$ cat config.mk
export PLATFORM = sky130hd
export DESIGN_NAME = modulo_reservation_table_binder
export DESIGN_NICKNAME = d
export VERILOG_FILES = /design/src/hdl/mrtb_pkg.sv /design/src/hdl/mrtb_ram.sv /design/src/hdl/mrtb_mod.sv /design/src/hdl/modulo_reservation_table_binder.sv
export VERILOG_INCLUDE_DIRS = /design/src /design/src/hdl
export SDC_FILE = /design/constraint.sdc
export NUM_CORES = 1
export LEC_CHECK = 0
export BUFFER_PORTS_ARGS = -buffer_cell sky130_fd_sc_hd__buf_2
export CAP_MARGIN = 40
export CORE_ASPECT_RATIO = 0.8
export CORE_UTILIZATION = 35
export CTS_CLUSTER_SIZE = 12
export DETAILED_ROUTE_END_ITERATION = 10
export PLACE_DENSITY = 0.56
export SYNTH_ARGS = -nofsm -noshare
export SYNTH_HDL_FRONTEND = slang
export SYNTH_SLANG_ARGS = --single-unit
$ cat constraint.sdc
create_clock -name i_clk -period 24.6 [get_ports i_clk]
set_clock_uncertainty 0.15 [all_clocks]
set_input_delay 4.92 -clock i_clk [delete_from_list [all_inputs] [get_ports i_clk]]
set_output_delay 4.92 -clock i_clk [all_outputs]
set_load 0.05 [all_outputs]
$ cat src/hdl/modulo_reservation_table_binder_assert.svh
// Assertion macros shared by the binder RTL.
// Both expect i_clk and i_rst_n to be visible in the enclosing module.
`ifndef MODULO_RESERVATION_TABLE_BINDER_ASSERT_SVH
`define MODULO_RESERVATION_TABLE_BINDER_ASSERT_SVH

// Consequent checked in the same cycle as the antecedent.
`define MRTB_ASSERT_SAME(lbl, ante, cons, msg) \
    lbl: assert property (@(posedge i_clk) disable iff (!i_rst_n) (ante) |-> (cons)) \
        else $error(msg);

// Consequent checked in the cycle after the antecedent.
`define MRTB_ASSERT_NEXT(lbl, ante, cons, msg) \
    lbl: assert property (@(posedge i_clk) disable iff (!i_rst_n) (ante) |=> (cons)) \
        else $error(msg);

`endif

$ cat src/hdl/mrtb_pkg.sv
`default_nettype none
package mrtb_pkg;

    // Table geometry
    localparam int NUM_TYPES = 4;
    localparam int MAX_UNITS = 8;
    localparam int MAX_II    = 16;

    // Field widths
    localparam int KIND_W  = 2;
    localparam int SLOT_W  = 10;
    localparam int UNIT_W  = 3;
    localparam int II_W    = 5;
    localparam int UNITS_W = 4;
    localparam int CNT_W   = 5;
    localparam int RES_W   = $clog2(MAX_II);

    localparam logic [CNT_W-1:0] COUNT_MAX = '1;

    // Remainder unit: slot bits consumed per cycle
    localparam int MOD_BITS  = 4;
    localparam int MOD_STEPS = (SLOT_W + MOD_BITS - 1) / MOD_BITS;
    localparam int MOD_PAD_W = MOD_STEPS * MOD_BITS;
    localparam int MOD_CNT_W = (MOD_STEPS > 1) ? $clog2(MOD_STEPS) : 1;

    // Configuration register indexes
    localparam int CFG_IDX_W = 3;
    localparam int CFG_W     = 5;
    localparam logic [CFG_IDX_W-1:0] CFG_II     = 3'd0;
    localparam logic [CFG_IDX_W-1:0] CFG_UNITS0 = 3'd1;
    localparam logic [CFG_IDX_W-1:0] CFG_END    = CFG_IDX_W'(1 + NUM_TYPES);

    // Commands
    localparam logic CMD_INSERT = 1'b0;
    localparam logic CMD_CLEAR  = 1'b1;

    typedef struct packed {
        logic              command;
        logic [KIND_W-1:0] op_kind;
        logic [SLOT_W-1:0] time_slot;
    } t_in;

    typedef struct packed {
        logic [UNIT_W-1:0] unit_index;
        logic              rejected;
    } t_out;

    // One unit's entry; a row holds every unit of one type
    typedef struct packed {
        logic [MAX_II-1:0] busy;
        logic [CNT_W-1:0]  cnt;
    } t_unit_ent;

    typedef t_unit_ent [MAX_UNITS-1:0] t_row;

    localparam int ROW_W = $bits(t_row);

    typedef enum logic [1:0] {
        ST_IDLE,
        ST_MOD,
        ST_SEL
    } t_state;

    function automatic logic [II_W-1:0] eff_ii(input logic [II_W-1:0] ii);
        logic [II_W-1:0] r;
        r = ii;
        if (ii == '0) begin
            r = II_W'(1);
        end else if (ii > II_W'(MAX_II)) begin
            r = II_W'(MAX_II);
        end
        return r;
    endfunction

    function automatic logic [UNITS_W-1:0] eff_units(input logic [UNITS_W-1:0] n);
        logic [UNITS_W-1:0] r;
        r = n;
        if (n > UNITS_W'(MAX_UNITS)) begin
            r = UNITS_W'(MAX_UNITS);
        end
        return r;
    endfunction

endpackage
`default_nettype wire

$ cat src/hdl/mrtb_ram.sv
`default_nettype none
module mrtb_ram #(
    parameter int WIDTH = 8,
    parameter int DEPTH = 4
) (
    input  wire logic                     i_clk,
    input  wire logic                     i_we,
    input  wire logic [$clog2(DEPTH)-1:0] i_waddr,
    input  wire logic [WIDTH-1:0]         i_wdata,
    input  wire logic                     i_re,
    input  wire logic [$clog2(DEPTH)-1:0] i_raddr,
    output logic      [WIDTH-1:0]         o_rdata
);

    logic [WIDTH-1:0] r_mem [DEPTH];
    logic [WIDTH-1:0] r_rdata;

    // Single write port, registered read that holds while idle
    always_ff @(posedge i_clk) begin
        if (i_we) begin
            r_mem[i_waddr] <= i_wdata;
        end
        if (i_re) begin
            r_rdata <= r_mem[i_raddr];
        end
    end

    assign o_rdata = r_rdata;

endmodule
`default_nettype wire

$ cat src/hdl/mrtb_mod.sv
`default_nettype none
module mrtb_mod
    import mrtb_pkg::*;
(
    input  wire logic              i_clk,
    input  wire logic              i_rst_n,
    input  wire logic              i_start,
    input  wire logic [SLOT_W-1:0] i_dividend,
    input  wire logic [II_W-1:0]   i_divisor,
    output logic                   o_done,
    output logic      [RES_W-1:0]  o_rem
);

    logic                 r_busy;
    logic                 r_done;
    logic [MOD_CNT_W-1:0] r_cnt;
    logic [MOD_PAD_W-1:0] r_q;
    logic [RES_W:0]       r_rem;
    logic [II_W-1:0]      r_div;
    logic [RES_W:0]       n_rem;

    // Restoring remainder over MOD_BITS dividend bits, MSB first
    always_comb begin
        n_rem = r_rem;
        for (int b = MOD_BITS - 1; b >= 0; b--) begin
            n_rem = {n_rem[RES_W-1:0], r_q[MOD_PAD_W-MOD_BITS+b]};
            if (n_rem >= (RES_W+1)'(r_div)) begin
                n_rem = n_rem - (RES_W+1)'(r_div);
            end
        end
    end

    // Control
    always_ff @(posedge i_clk) begin
        if (!i_rst_n) begin
            r_busy <= 1'b0;
            r_done <= 1'b0;
            r_cnt  <= '0;
        end else begin
            r_done <= 1'b0;
            if (i_start) begin
                r_busy <= 1'b1;
                r_cnt  <= '0;
            end else if (r_busy) begin
                r_cnt <= r_cnt + 1'b1;
                if (r_cnt == MOD_CNT_W'(MOD_STEPS - 1)) begin
                    r_busy <= 1'b0;
                    r_done <= 1'b1;
                end
            end
        end
    end

    // Datapath
    always_ff @(posedge i_clk) begin
        if (i_start) begin
            r_q   <= MOD_PAD_W'(i_dividend);
            r_rem <= '0;
            r_div <= i_divisor;
        end else if (r_busy) begin
            r_q   <= r_q << MOD_BITS;
            r_rem <= n_rem;
        end
    end

    assign o_done = r_done;
    assign o_rem  = r_rem[RES_W-1:0];

endmodule
`default_nettype wire

$ cat src/hdl/modulo_reservation_table_binder.sv
`default_nettype none
// Modulo reservation table binder. Each insert item takes the residue of its
// time slot modulo the initiation interval and binds the least-used unit of
// its type that holds no slot of that residue (lowest index on a tie), or
// returns rejected when every unit conflicts; a clear item empties the table.
// The table lives in one RAM row per operation type, read, updated and
// written back per insert. The block takes one item at a time: an insert waits
// for the remainder unit, which consumes 4 slot bits a cycle, before the select
// and write-back; a clear waits only for the output. A result that waits at the
// output holds the following item in its last cycle, and the input with it,
// until the result is taken. The table needs no clearing pass: each row has a
// valid bit that reset and clear drop. Configuration registers: 0 initiation
// interval, 1 to 4 unit counts of types 0 to 3, to be written only while the
// block is idle; the block itself does not enforce this.
`include "modulo_reservation_table_binder_assert.svh"
module modulo_reservation_table_binder
    import mrtb_pkg::*;
(
    input  wire logic                 i_clk,
    input  wire logic                 i_rst_n,
    // input items
    input  wire logic                 i_valid,
    output logic                      o_ready,
    input  wire t_in                  i_data,
    // result items
    output logic                      o_valid,
    input  wire logic                 i_ready,
    output t_out                      o_data,
    // configuration
    input  wire logic                 i_cfg_we,
    input  wire logic [CFG_IDX_W-1:0] i_cfg_idx,
    input  wire logic [CFG_W-1:0]     i_cfg_data
);

    t_state r_state, n_state;

    logic [II_W-1:0]    r_ii;
    logic [UNITS_W-1:0] r_units [NUM_TYPES];
    logic [CFG_IDX_W-1:0] cfg_sel;

    logic [NUM_TYPES-1:0] r_row_vld;
    logic                 r_rd_vld;
    logic                 r_cmd;
    logic [KIND_W-1:0]    r_kind;
    logic                 r_kind_ok;

    logic       r_out_vld;
    t_out       r_out;

    logic       accept;
    logic       out_free;
    logic       s_in_ready;
    logic       s_finish;
    logic       mod_done;
    logic [RES_W-1:0] res;

    logic [ROW_W-1:0] ram_rdata;
    t_row       rd_row;
    t_row       wr_row;
    logic       ram_we;

    logic [UNITS_W-1:0] units_eff;
    logic               s_found;
    logic [UNIT_W-1:0]  s_best;
    logic [CNT_W-1:0]   s_best_cnt;

    assign accept   = i_valid && s_in_ready;
    assign out_free = !r_out_vld || i_ready;

    // Configuration registers
    assign cfg_sel = i_cfg_idx - CFG_UNITS0;

    always_ff @(posedge i_clk) begin
        if (!i_rst_n) begin
            r_ii <= II_W'(1);
            for (int t = 0; t < NUM_TYPES; t++) begin
                r_units[t] <= UNITS_W'(1);
            end
        end else if (i_cfg_we) begin
            if (i_cfg_idx == CFG_II) begin
                r_ii <= i_cfg_data;
            end else if (i_cfg_idx >= CFG_UNITS0 && i_cfg_idx < CFG_END) begin
                r_units[cfg_sel[KIND_W-1:0]] <= i_cfg_data[UNITS_W-1:0];
            end
        end
    end

    // State register
    always_ff @(posedge i_clk) begin
        if (!i_rst_n) begin
            r_state <= ST_IDLE;
        end else begin
            r_state <= n_state;
        end
    end

    // Next state
    always_comb begin
        n_state = r_state;
        case (r_state)
            ST_IDLE: begin
                if (accept) begin
                    n_state = (i_data.command == CMD_CLEAR) ? ST_SEL : ST_MOD;
                end
            end
            ST_MOD: begin
                if (mod_done) begin
                    n_state = out_free ? ST_IDLE : ST_SEL;
                end
            end
            ST_SEL: begin
                if (out_free) begin
                    n_state = ST_IDLE;
                end
            end
            default: n_state = ST_IDLE;
        endcase
    end

    // FSM outputs
    always_comb begin
        s_in_ready = 1'b0;
        s_finish   = 1'b0;
        case (r_state)
            ST_IDLE: s_in_ready = 1'b1;
            ST_MOD:  s_finish   = mod_done && out_free;
            ST_SEL:  s_finish   = out_free;
            default: s_in_ready = 1'b0;
        endcase
    end

    // Item capture and row valid bits
    always_ff @(posedge i_clk) begin
        if (!i_rst_n) begin
            r_row_vld <= '0;
        end else if (accept && i_data.command == CMD_CLEAR) begin
            r_row_vld <= '0;
        end else if (ram_we) begin
            r_row_vld[r_kind] <= 1'b1;
        end
    end

    always_ff @(posedge i_clk) begin
        if (accept) begin
            r_cmd     <= i_data.command;
            r_kind    <= i_data.op_kind;
            r_kind_ok <= int'(i_data.op_kind) < NUM_TYPES;
            r_rd_vld  <= r_row_vld[i_data.op_kind];
        end
    end

    // Residue of the slot, started by inserts only
    mrtb_mod u_mod (
        .i_clk      (i_clk),
        .i_rst_n    (i_rst_n),
        .i_start    (accept && i_data.command == CMD_INSERT),
        .i_dividend (i_data.time_slot),
        .i_divisor  (eff_ii(r_ii)),
        .o_done     (mod_done),
        .o_rem      (res)
    );

    // Table rows, one per operation type
    mrtb_ram #(
        .WIDTH (ROW_W),
        .DEPTH (NUM_TYPES)
    ) u_ram (
        .i_clk   (i_clk),
        .i_we    (ram_we),
        .i_waddr (r_kind),
        .i_wdata (wr_row),
        .i_re    (accept),
        .i_raddr (i_data.op_kind),
        .o_rdata (ram_rdata)
    );

    assign rd_row    = r_rd_vld ? t_row'(ram_rdata) : '0;
    assign units_eff = eff_units(r_units[r_kind]);

    // Least-used free unit, lowest index on a tie
    always_comb begin
        s_found    = 1'b0;
        s_best     = '0;
        s_best_cnt = '0;
        for (int u = 0; u < MAX_UNITS; u++) begin
            if (u < int'(units_eff) && !rd_row[u].busy[res]
                    && (!s_found || rd_row[u].cnt < s_best_cnt)) begin
                s_found    = 1'b1;
                s_best     = UNIT_W'(u);
                s_best_cnt = rd_row[u].cnt;
            end
        end
    end

    // Updated row: mark the residue, bump the saturating use count
    always_comb begin
        wr_row = rd_row;
        wr_row[s_best].busy[res] = 1'b1;
        if (rd_row[s_best].cnt != COUNT_MAX) begin
            wr_row[s_best].cnt = rd_row[s_best].cnt + 1'b1;
        end
    end

    assign ram_we = s_finish && r_cmd == CMD_INSERT && r_kind_ok && s_found;

    // Output register
    always_ff @(posedge i_clk) begin
        if (!i_rst_n) begin
            r_out_vld <= 1'b0;
        end else if (s_finish) begin
            r_out_vld <= 1'b1;
        end else if (i_ready) begin
            r_out_vld <= 1'b0;
        end
    end

    always_ff @(posedge i_clk) begin
        if (s_finish) begin
            if (r_cmd == CMD_CLEAR) begin
                r_out.unit_index <= '0;
                r_out.rejected   <= 1'b0;
            end else if (!r_kind_ok || !s_found) begin
                r_out.unit_index <= '0;
                r_out.rejected   <= 1'b1;
            end else begin
                r_out.unit_index <= s_best;
                r_out.rejected   <= 1'b0;
            end
        end
    end

    assign o_ready = s_in_ready;
    assign o_valid = r_out_vld;
    assign o_data  = r_out;

    // Checks
    `MRTB_ASSERT_SAME(a_done_in_mod, mod_done, r_state == ST_MOD, "residue done outside MOD")
    `MRTB_ASSERT_SAME(a_bind_in_range, ram_we, UNITS_W'(s_best) < units_eff, "unit beyond count")
    `MRTB_ASSERT_SAME(a_reject_zero, r_out_vld && r_out.rejected, r_out.unit_index == '0, "reject idx")
    `MRTB_ASSERT_NEXT(a_one_at_a_time, accept, !o_ready, "item accepted while busy")

endmodule
`default_nettype wire
---- Word-level counts from Yosys, hierarchy flattened ----
Memory sizes are Yosys's and may differ from the RTL's. A register that Yosys moved wholly into a read port is not among the register bits.
Cells that the tools add are included.
operators by class
  add/subtract/negate cells ............... 7
  multiply operators ...................... 0
  div/mod/pow operators ................... 0
  $lt $le $gt $ge ......................... 30
  equal/unequal tests ..................... 7
  shifts and indexed selects .............. 0
  multiplexer cells ....................... 89
  bitwise logic cells ..................... 5
  reductions and logical operators ........ 63
operator list
  operator              number
  $bwmux W168           2
  $mux W168             2
  $demux W21 S3         2
  $bmux W21 S3          1
  $mux W5               10
  $mux W1               37
  $lt A5 B5 Y1          7
  $bmux W1 S4           8
  $logic_and A1 B1 Y1   25
  $mux W4               6
  $mux W21              1
  $ge A5 B5 Y1          4
  $mux W10              2
  $mux W3               6
  $logic_not A1 Y1      17
  $lt A3 B4 Y1 const A  4
  $sub A4 B4 Y4         4
  $mux W2               7
  $logic_or A1 B1 Y1    8
  $lt A1 B4 Y1 const A  2
  $lt A2 B4 Y1 const A  2
  $reduce_or A2 Y1      4
  $ge A3 B1 Y1 const B  2
  $lt A2 B3 Y1 const B  2
  other kinds (30)      36
storage, ports and cells
  flip-flop bits (word level) ............. 45
  bits in latches ......................... 0
  memory bits (writable) .................. 688
  memory bits (read-only) ................. 0
  input port bits ......................... 26
  output and inout port bits .............. 6
  memories kept ........................... 2
memory list
  name         words  width  read ports  clocked after Yosys merged registers in  write ports  line                                   text
  u_ram.r_mem  4      168    1           1                                        1            mrtb_ram.sv:15                         logic [WIDTH-1:0] r_mem [DEPTH];
  r_units      4      4      1           1                                        4            modulo_reservation_table_binder.sv:38  logic [UNITS_W-1:0] r_units [NUM_TYPES];

---- Logic depth before layout (Yosys ltp) ----
Gate-level depths: netlist of run 1.
  depth in word-level cells ............... 41
  gate-level depth with buffers ........... 84
  gate-level depth less buffers ........... 77

---- By module ----
A second synthesis of run 1 with hierarchy kept.
second synthesis, totals
  cells, all modules ...................... 2199
  area, all modules ....................... 38476.9 um^2
modules (own cells, without submodules)
  module                           instances  cells each  area an instance (um^2)
  mrtb_ram                         1          1050        29316.9
  modulo_reservation_table_binder  1          976         7332.0
  mrtb_mod                         1          173         1828.0

---- Worst setup path after synthesis of run 1 ----
Ideal clock, no wire load.
  kind .................................... input to register
  start point ............................. input i_ready
  end point ............................... memory u_ram.r_mem[1][0] in the netlist's numbering (enable)
  arrival time ............................ 16.764 ns
  slack ................................... 6.782 ns
  stages .................................. 4
  buffers on the path ..................... 0
  cells stage by stage .................... nor2b_1 > nor2_1 > nand2_1 > nor3_1
between the ends
  cells in the longest elaborated chain, start to end .. 7
ends and longest elaborated chain
  what                                 line                                    text
  from (decl)                          modulo_reservation_table_binder.sv:27   input wire logic i_ready,
  $logic_or A1 B1 Y1 *                 modulo_reservation_table_binder.sv:68   assign out_free = !r_out_vld || i_ready;
  $logic_and A1 B1 Y1                  modulo_reservation_table_binder.sv:126  ST_MOD: s_finish = mod_done && out_free;
  $pmux W1 S2 *                        modulo_reservation_table_binder.sv:124  case (r_state)
  net s_finish                         modulo_reservation_table_binder.sv:53   logic s_finish;
  $logic_and A1 B1 Y1 * (2 in series)  modulo_reservation_table_binder.sv:204  assign ram_we = s_finish && r_cmd == CMD_INSERT && r_kind_ok && s_found;
  $mux W1 *                            mrtb_ram.sv:20                          if (i_we) begin
  $mux W1 (not written as such) *      mrtb_ram.sv:21                          r_mem[i_waddr] <= i_wdata;
  to (decl)                            mrtb_ram.sv:15
The timed path passes the listed nets; every way through them passes the cells marked *.

---- Worst setup path after layout of run 1 ----
  start point ............................. register u_mod.r_rem[0]
  end point ............................... memory u_ram.r_mem[1][85] in the netlist's numbering, data pin
between the ends
  cells in the longest elaborated chain, start to end .. 39
ends and longest elaborated chain
  what                                                                   line                                    text
  from (decl)                                                            mrtb_mod.sv:18                          logic [RES_W:0] r_rem;
  from (signal assigned)                                                 mrtb_mod.sv:62                          r_rem <= n_rem;
  $bmux W1 S4                                                            modulo_reservation_table_binder.sv:186  if (u < int'(units_eff) && !rd_row[u].busy[res]
  $mux W1 (not written as such)                                          modulo_reservation_table_binder.sv:186
  $logic_not A1 Y1                                                       modulo_reservation_table_binder.sv:186
  $logic_and A1 B1 Y1                                                    modulo_reservation_table_binder.sv:186
  $mux W5 / $mux W1 (equally long branches)                              modulo_reservation_table_binder.sv:186
  $lt A5 B5 Y1 / $logic_not A1 Y1 (equally long branches)                modulo_reservation_table_binder.sv:187  && (!s_found || rd_row[u].cnt < s_best_cnt)) begin
  $logic_or A1 B1 Y1                                                     modulo_reservation_table_binder.sv:187
  $logic_and A1 B1 Y1                                                    modulo_reservation_table_binder.sv:187
  (+20 left out)                                                         --
  $mux W5 / $mux W1 (equally long branches)                              modulo_reservation_table_binder.sv:186
  $lt A5 B5 Y1 / $logic_not A1 Y1 (equally long branches)                modulo_reservation_table_binder.sv:187
  $logic_or A1 B1 Y1                                                     modulo_reservation_table_binder.sv:187
  $logic_and A1 B1 Y1                                                    modulo_reservation_table_binder.sv:187
  $mux W3 *                                                              modulo_reservation_table_binder.sv:186
  parallel branches: the longest is 5 deep, another holds $add A5 B1 Y5  --
  $mux W168 *                                                            modulo_reservation_table_binder.sv:199  if (rd_row[s_best].cnt != COUNT_MAX) begin
  net u_ram.i_wdata[85]                                                  mrtb_ram.sv:9                           input wire logic [WIDTH-1:0] i_wdata,
Mark *: on every way through the listed nets, which the timed path passes. The select of a mux whose other input is x is not followed.

==> results of run 1 <==
-- placed cells by master (no fill, tap or decap), types with 15 or more instances in the layout --
cell	n
edfxtp_1	879
mux4_2	180
nand2_1	157
nor2_1	102
a22o_1	96
clkbuf_16	92
o21ai_0	79
a21oi_1	63
inv_1	59
ha_1	58
mux2i_1	52
buf_4	51
and2_1	31
buf_2	30
a21o_1	29
clkbuf_1	25
nor3_1	24
mux2_2	22
dfxtp_1	21
nand2b_1	15
-- power by group --
part           total, uW  internal (uW)  leakage [uW]  switching (uW)
Clock               1300            720       0.00132             585
Sequential          1900           1860       0.00834            45.8
Combinational       1750            538       0.00470            1210
Total               4960           3120        0.0144            1840
-- layer usage --
layer / global-route usage / part of all wire / vias to the layer above
li1: - / - / 9013
met1: 0.256 / 0.46 / 11100
met2: 0.261 / 0.45 / 769
met3: 0.0437 / 0.076 / 110
met4: 0.0395 / 0.017 / 0
met5: 0 / 0 / -
-- worst reg2reg max path: cells and delay by family, from the launching register on --
| kind | cells | cell delay (ns) |
|---|---|---|
| DFF | 1 | 0.86 |
| adders and majority gates | 9 | 2.68 |
| buffers and inverters | 3 | 0.85 |
| muxes | 4 | 1.52 |
| AOI/OAI and AO/OA | 37 | 8.87 |
| and+or+nand+nor | 22 | 5.14 |
-- flip-flops by register name (all words and copies together) (netlist names), 2 cells and up, named ones only --
register	count
u_mod.r_rem	4
u_mod.r_cnt	2
r_units	16
r_row_vld	4
r_ii	5
r_state	2
u_mod.r_q	12
o_data	4
u_ram.o_rdata	168
r_kind	2
u_mod.r_div	5
u_ram.r_mem	672
-- logic make-up after synthesis --
kind of cell	Yosys count
AO/OA/AOI/OAI	377
XOR/XNOR	11
adder cells (fa/ha/maj)	62
buffers and inverters	167
flip-flops	903
multiplexers	260
AND/OR/NAND/NOR	420
-- synthesized netlist by cell type (22+ instances only) --
master and n:
nand2_1 157, mux4_2 180, ha_1 58, clkbuf_1 63, a21o_1 29, dfxtp_1 24, and2_1 31, mux2_2 22
nor2_1 105, edfxtp_1 879, a21oi_1 63, nor3_1 28, a22o_1 96, o21ai_0 79, inv_1 60, mux2i_1 52
-- through the flow --
stage | cells | instance area, sq um
final | 3754 | 43100
after global routing | 3752 | 43000
after CTS | 3750 | 43000
after detailed placement | 3602 | 40300
after global placement | 3592 | 40100
after floorplan | 2200 | 38200
-- how the worst max path moves through the flow --
stage | start | cells past startpoint | to
finish | u_mod.r_rem[0]$_SDFFE_PP0P_ | 75 | u_ram.r_mem[1][85]$_DFFE_PP_
global route | u_mod.r_rem[0]$_SDFFE_PP0P_ | 75 | u_ram.r_mem[3][85]$_DFFE_PP_
CTS | u_mod.r_rem[0]$_SDFFE_PP0P_ | 73 | u_ram.r_mem[1][63]$_DFFE_PP_
detailed placement | u_mod.r_rem[0]$_SDFFE_PP0P_ | 75 | u_ram.r_mem[0][85]$_DFFE_PP_
global placement | u_mod.r_rem[0]$_SDFFE_PP0P_ | 77 | u_ram.r_mem[3][130]$_DFFE_PP_
floorplan | i_ready | 4 | u_ram.r_mem[1][0]$_DFFE_PP_
-- area by class of cell --
type	instances	area share
Sequential cell	903	0.624
Multi-Input combinational cell	1130	0.247
Clock buffer	120	0.0566
Tap cell	1417	0.0412
Timing Repair Buffer	93	0.0186
Clock inverter	28	0.00718
Inverter	61	0.00549
Antenna cell	2	0.000116
==> impl_metrics.tcl, run 1 <==
set metrics [dict create \
    status "complete, no violations" \
    cts_max_level 3 \
    cts_root_buf "clkbuf_16" \
    drc 0 \
    drt-total-wl_microns 95400 \
    fin_nets 2368 \
    core.rowCount 107 \
    power_uw 4960 \
    synth_edf_count 879 \
    ys_top_cells_by_area "edfxtp_1, mux4_2, a22o_1, ha_1, nand2_1" \
    vdd_drop_max_v 0.000145 \
    syn-num-nets 2288 \
    setup_tns_ns 0 \
    gp_congestion 0.873 \
    synth_xor_area_frac 0.00321 \
    synthCells 2200 \
    register_area_sq_um 26900 \
    crit_slowest_cell "dfxtp_2" \
    hold_path.startpoint "u_mod.r_q[7]$_DFFE_PP_" \
    path_buf_inv 3 \
    ant_nets 0 \
    reg2reg_slack_ns 4.22 \
    rr_worst_depth 75 \
    ys_seq_area_frac 0.704 \
    die_h_microns 297 \
    cpLargestDelayFamily "compound AO/OA/AOI/OAI gates" \
    cp-start-kind "register" \
    clock.fmax_ghz 0.0491 \
    synth_top_family_by_area "multiplexers" \
    slew_viol_final 0 \
    final-hold-violation-count 0 \
    cts_buffer_depth 3 \
    arrival_ns 20.64 \
    drive_gt1_frac 0.196 \
    crit_path_max_incr_delay_ns 0.86 \
    slew_headroom 0.273 \
    synth_area_sq_um 38200 \
    yosys_most_used_dff "edfxtp_1" \
    synth_compound_area_frac 0.0722 \
    place_ws_ns 4.61 \
    pin_count 32 \
    cp-end-kind "register" \
    ys_seq_elements 903 \
    fp.dieW_microns 371 \
    cp_max_fo 26 \
    hold_class "reg2reg" \
    yosysTopAreaCellShare 0.692 \
    fillCellCount 9610 \
    finalSetupViolCount 0 \
    dp_hpwl_microns 56800 \
    overflow 0 \
    antenna_found_initial 2 \
    powerDensity_nw_per_um2 115 \
    grt_pass1_vias 21900 \
    crit_type "reg2reg" \
    rsz0062_at_grt "false" \
    wl_per_cell_microns 25.4 \
    drt_iter0_drc 2129 \
    period_minus_slack_ns 20.38 \
    initial_core_util 0.356 \
    holdWs_ns 0.329 \
    whs_path_depth 2 \
    coreArea_sq_um 107000 \
    cap_violations 0 \
    syn_area_per_cell_sq_um 17.3 \
    fin_ws_ns 4.22 \
    required_ns 24.86 \
    vias 21000 \
    synth_simple_gate_area_frac 0.0526 \
    grt_usage 0.175 \
    synth_fa_ha_area_frac 0.0211 \
    cellLeakagePower_uw 0.0144 \
    worst-slew-pin-transition_ns 1.09 \
    r2r_start "u_mod.r_rem[0]$_SDFFE_PP0P_" \
    post_cts_buffers 0 \
    min_period_over_period 0.828 \
    synthMuxAreaShare 0.128 \
    ctsResizeCount 0 \
    via_per_inst 5.60 \
    cts_tree "done" \
    reg2reg_to "u_ram.r_mem[1][85]$_DFFE_PP_" \
    grt_max_degree 131 \
    synth_warnings 0 \
    yosysTopAreaCell "edfxtp_1" \
    io_buffers 31 \
    async_flop_share 0 \
    clk_latency_ns 0.70 \
    first_pass_iters 5 \
    multi_input_area_sq_um 10600 \
    cts_sinks 903 \
    dieArea_sq_um 110000 \
    grt_pass1_wl_microns 143000 \
    ctsHoldBuffers 0 \
    synth.distinct_cells 86 \
    whs_endpoint "u_mod.r_q[11]$_SDFFE_PP0P_" \
    post-route-util 0.401 \
    cts_buffers 91 \
    path_common_cell "a21o_1" \
    area_delta_synth_final_pct 12.9 \
    clkTransAtPathRegs_ns 0.07 \
]
Power figures use the tool's default switching activity.
==> inputs of run 2 (changes only) <==
Clock period 24.6 ns to 21.3 ns, I/O delays scaled along.
==> impl_metrics.tcl, run 2 (synthesized netlist as in run 1, its figures left out) <==
set metrics [dict create \
    slew_viol_final 0 \
    ctsResizeCount 0 \
    drc 0 \
    crit_path_max_incr_delay_ns 0.65 \
    clkTransAtPathRegs_ns 0.06 \
    path_common_cell "a21o_1" \
    cp-start-kind "register" \
    cp-end-kind "register" \
    finalInstanceArea_sq_um 43100 \
    worst-slew-pin-transition_ns 1.01 \
    via_per_inst 5.60 \
    io_buffers 31 \
    powerDensity_nw_per_um2 133 \
    cellLeakagePower_uw 0.0144 \
    vdd_drop_max_v 0.000195 \
    whs_endpoint "r_row_vld[0]$_SDFFE_PP0P_" \
    reg2reg_to "u_ram.r_mem[3][42]$_DFFE_PP_" \
    coreArea_sq_um 107000 \
    crit_slowest_cell "dfxtp_2" \
    largest_reg_flops 672 \
    drt-total-wl_microns 97500 \
    met2_length_microns 43300 \
    hold_path.startpoint "r_row_vld[0]$_SDFFE_PP0P_" \
    final-hold-violation-count 0 \
    wl_per_cell_microns 25.9 \
    cts_buffer_depth 3 \
    whs_path_depth 2 \
    r2r_start "u_mod.r_rem[2]$_SDFFE_PP0P_" \
    required_ns 21.57 \
    reg2reg_slack_ns 1.50 \
    cts_sinks 903 \
    die_h_microns 297 \
    top_layer "met4" \
    ctsHoldBuffers 0 \
    overflow 0 \
    layout_commonest_cell "edfxtp_1" \
    crit_type "reg2reg" \
    drive_gt1_frac 0.196 \
    finalSetupViolCount 0 \
    dp_hpwl_microns 58500 \
    wl_met1_microns 45100 \
    core.rowCount 107 \
    status "complete, no violations" \
    slew_headroom 0.326 \
    dieArea_sq_um 110000 \
    fin_nets 2373 \
    drt_iter0_drc 2045 \
    clock.fmax_ghz 0.0505 \
    wl_met3_microns 7110 \
    period_minus_slack_ns 19.80 \
    grt_max_degree 133 \
    pin_count 32 \
    placed_cell_area_sq_um 40400 \
    setup_tns_ns 0 \
    place_inst 3609 \
    cts_root_buf "clkbuf_16" \
    holdWs_ns 0.333 \
    vias 21100 \
    area_delta_synth_final_pct 12.9 \
    hold_class "reg2reg" \
    grt_usage 0.177 \
    clk_latency_ns 0.69 \
    gp_congestion 0.877 \
    post_cts_buffers 0 \
    cts_buffers 91 \
    rr_worst_depth 74 \
    fp.dieW_microns 371 \
    cts_max_level 3 \
    arrival_ns 20.07 \
    cts_tree "done" \
    rsz0062_at_grt "false" \
    initial_core_util 0.356 \
    first_pass_iters 5 \
    fin_cells 3761 \
    cp_max_fo 26 \
    min_period_over_period 0.930 \
    antenna_found_initial 0 \
    grt_pass1_wl_microns 144000 \
    ant_nets 0 \
    cap_violations 0 \
    layout_common_cells "edfxtp_1, mux4_2, nand2_1, nor2_1, a22o_1" \
    largest-register "u_ram.r_mem" \
    grt_pass1_vias 21900 \
]
run 2: cell types whose count changed in the layout (fill, tap and decap cells not counted), moves of 2 or more:
cell,previous run,this run
buf_2,30,32
clkinv_8,0,2
buf_16,5,8
clkinv_1,14,10
clkinv_16,4,1
clkbuf_1,25,34
run 2: critical path, delay by kind of cell, from the launching register on:
kind,cells,cell delay [ns]
AOI/OAI and AO/OA,37,8.98
adders and majority gates,9,2.75
buffers and inverters,2,0.55
DFF,1,0.65
muxes,4,1.62
and+or+nand+nor,22,4.74
run 2: metal layers:
metal | vias to the layer above | GRT usage
li1 | 9002 | -
met1 | 11100 | 0.263
met4 | 0 | 0.0427
met3 | 140 | 0.0402
met2 | 785 | 0.261
met5 | - | 0
run 2: worst max path at each step:
stage / endpoint / start / cells past startpoint
global route: u_ram.r_mem[1][85]$_DFFE_PP_ / u_mod.r_rem[0]$_SDFFE_PP0P_ / 75
finish: u_ram.r_mem[3][42]$_DFFE_PP_ / u_mod.r_rem[2]$_SDFFE_PP0P_ / 74
CTS: u_ram.r_mem[1][88]$_DFFE_PP_ / u_mod.r_rem[1]$_SDFFE_PP0P_ / 75
floorplan: u_ram.r_mem[1][0]$_DFFE_PP_ / i_ready / 4
detailed placement: u_ram.r_mem[3][63]$_DFFE_PP_ / u_mod.r_rem[1]$_SDFFE_PP0P_ / 77
global placement: u_ram.r_mem[2][130]$_DFFE_PP_ / u_mod.r_rem[1]$_SDFFE_PP0P_ / 77
run 2: layout make-up:
class | instances | area, sq um
multi-input cells | 1130 | 10600
diodes | 1 | 2.50
inverters | 61 | 236
well taps | 1417 | 1770
fillers | 9568 | 64200
clock inverters | 23 | 239
clock buffers | 128 | 2460
repair buffers | 98 | 880
flip-flops and latches | 903 | 26900
run 2: where the power goes:
group | internal, uW | leakage, uW | switching [uW]
logic | 625 | 0.00474 | 1420
clock network | 829 | 0.00130 | 674
registers | 2150 | 0.00834 | 45.4
run 2: metrics by stage:
step	total power (uW)	utilization	worst slack, ns
after floorplan	3510	-	4.14
after global placement	4190	0.374	2.34
after detailed placement	4230	0.377	1.97
after CTS	5740	0.402	1.86
after global routing	5980	0.402	0.135
final	5740	0.402	1.50
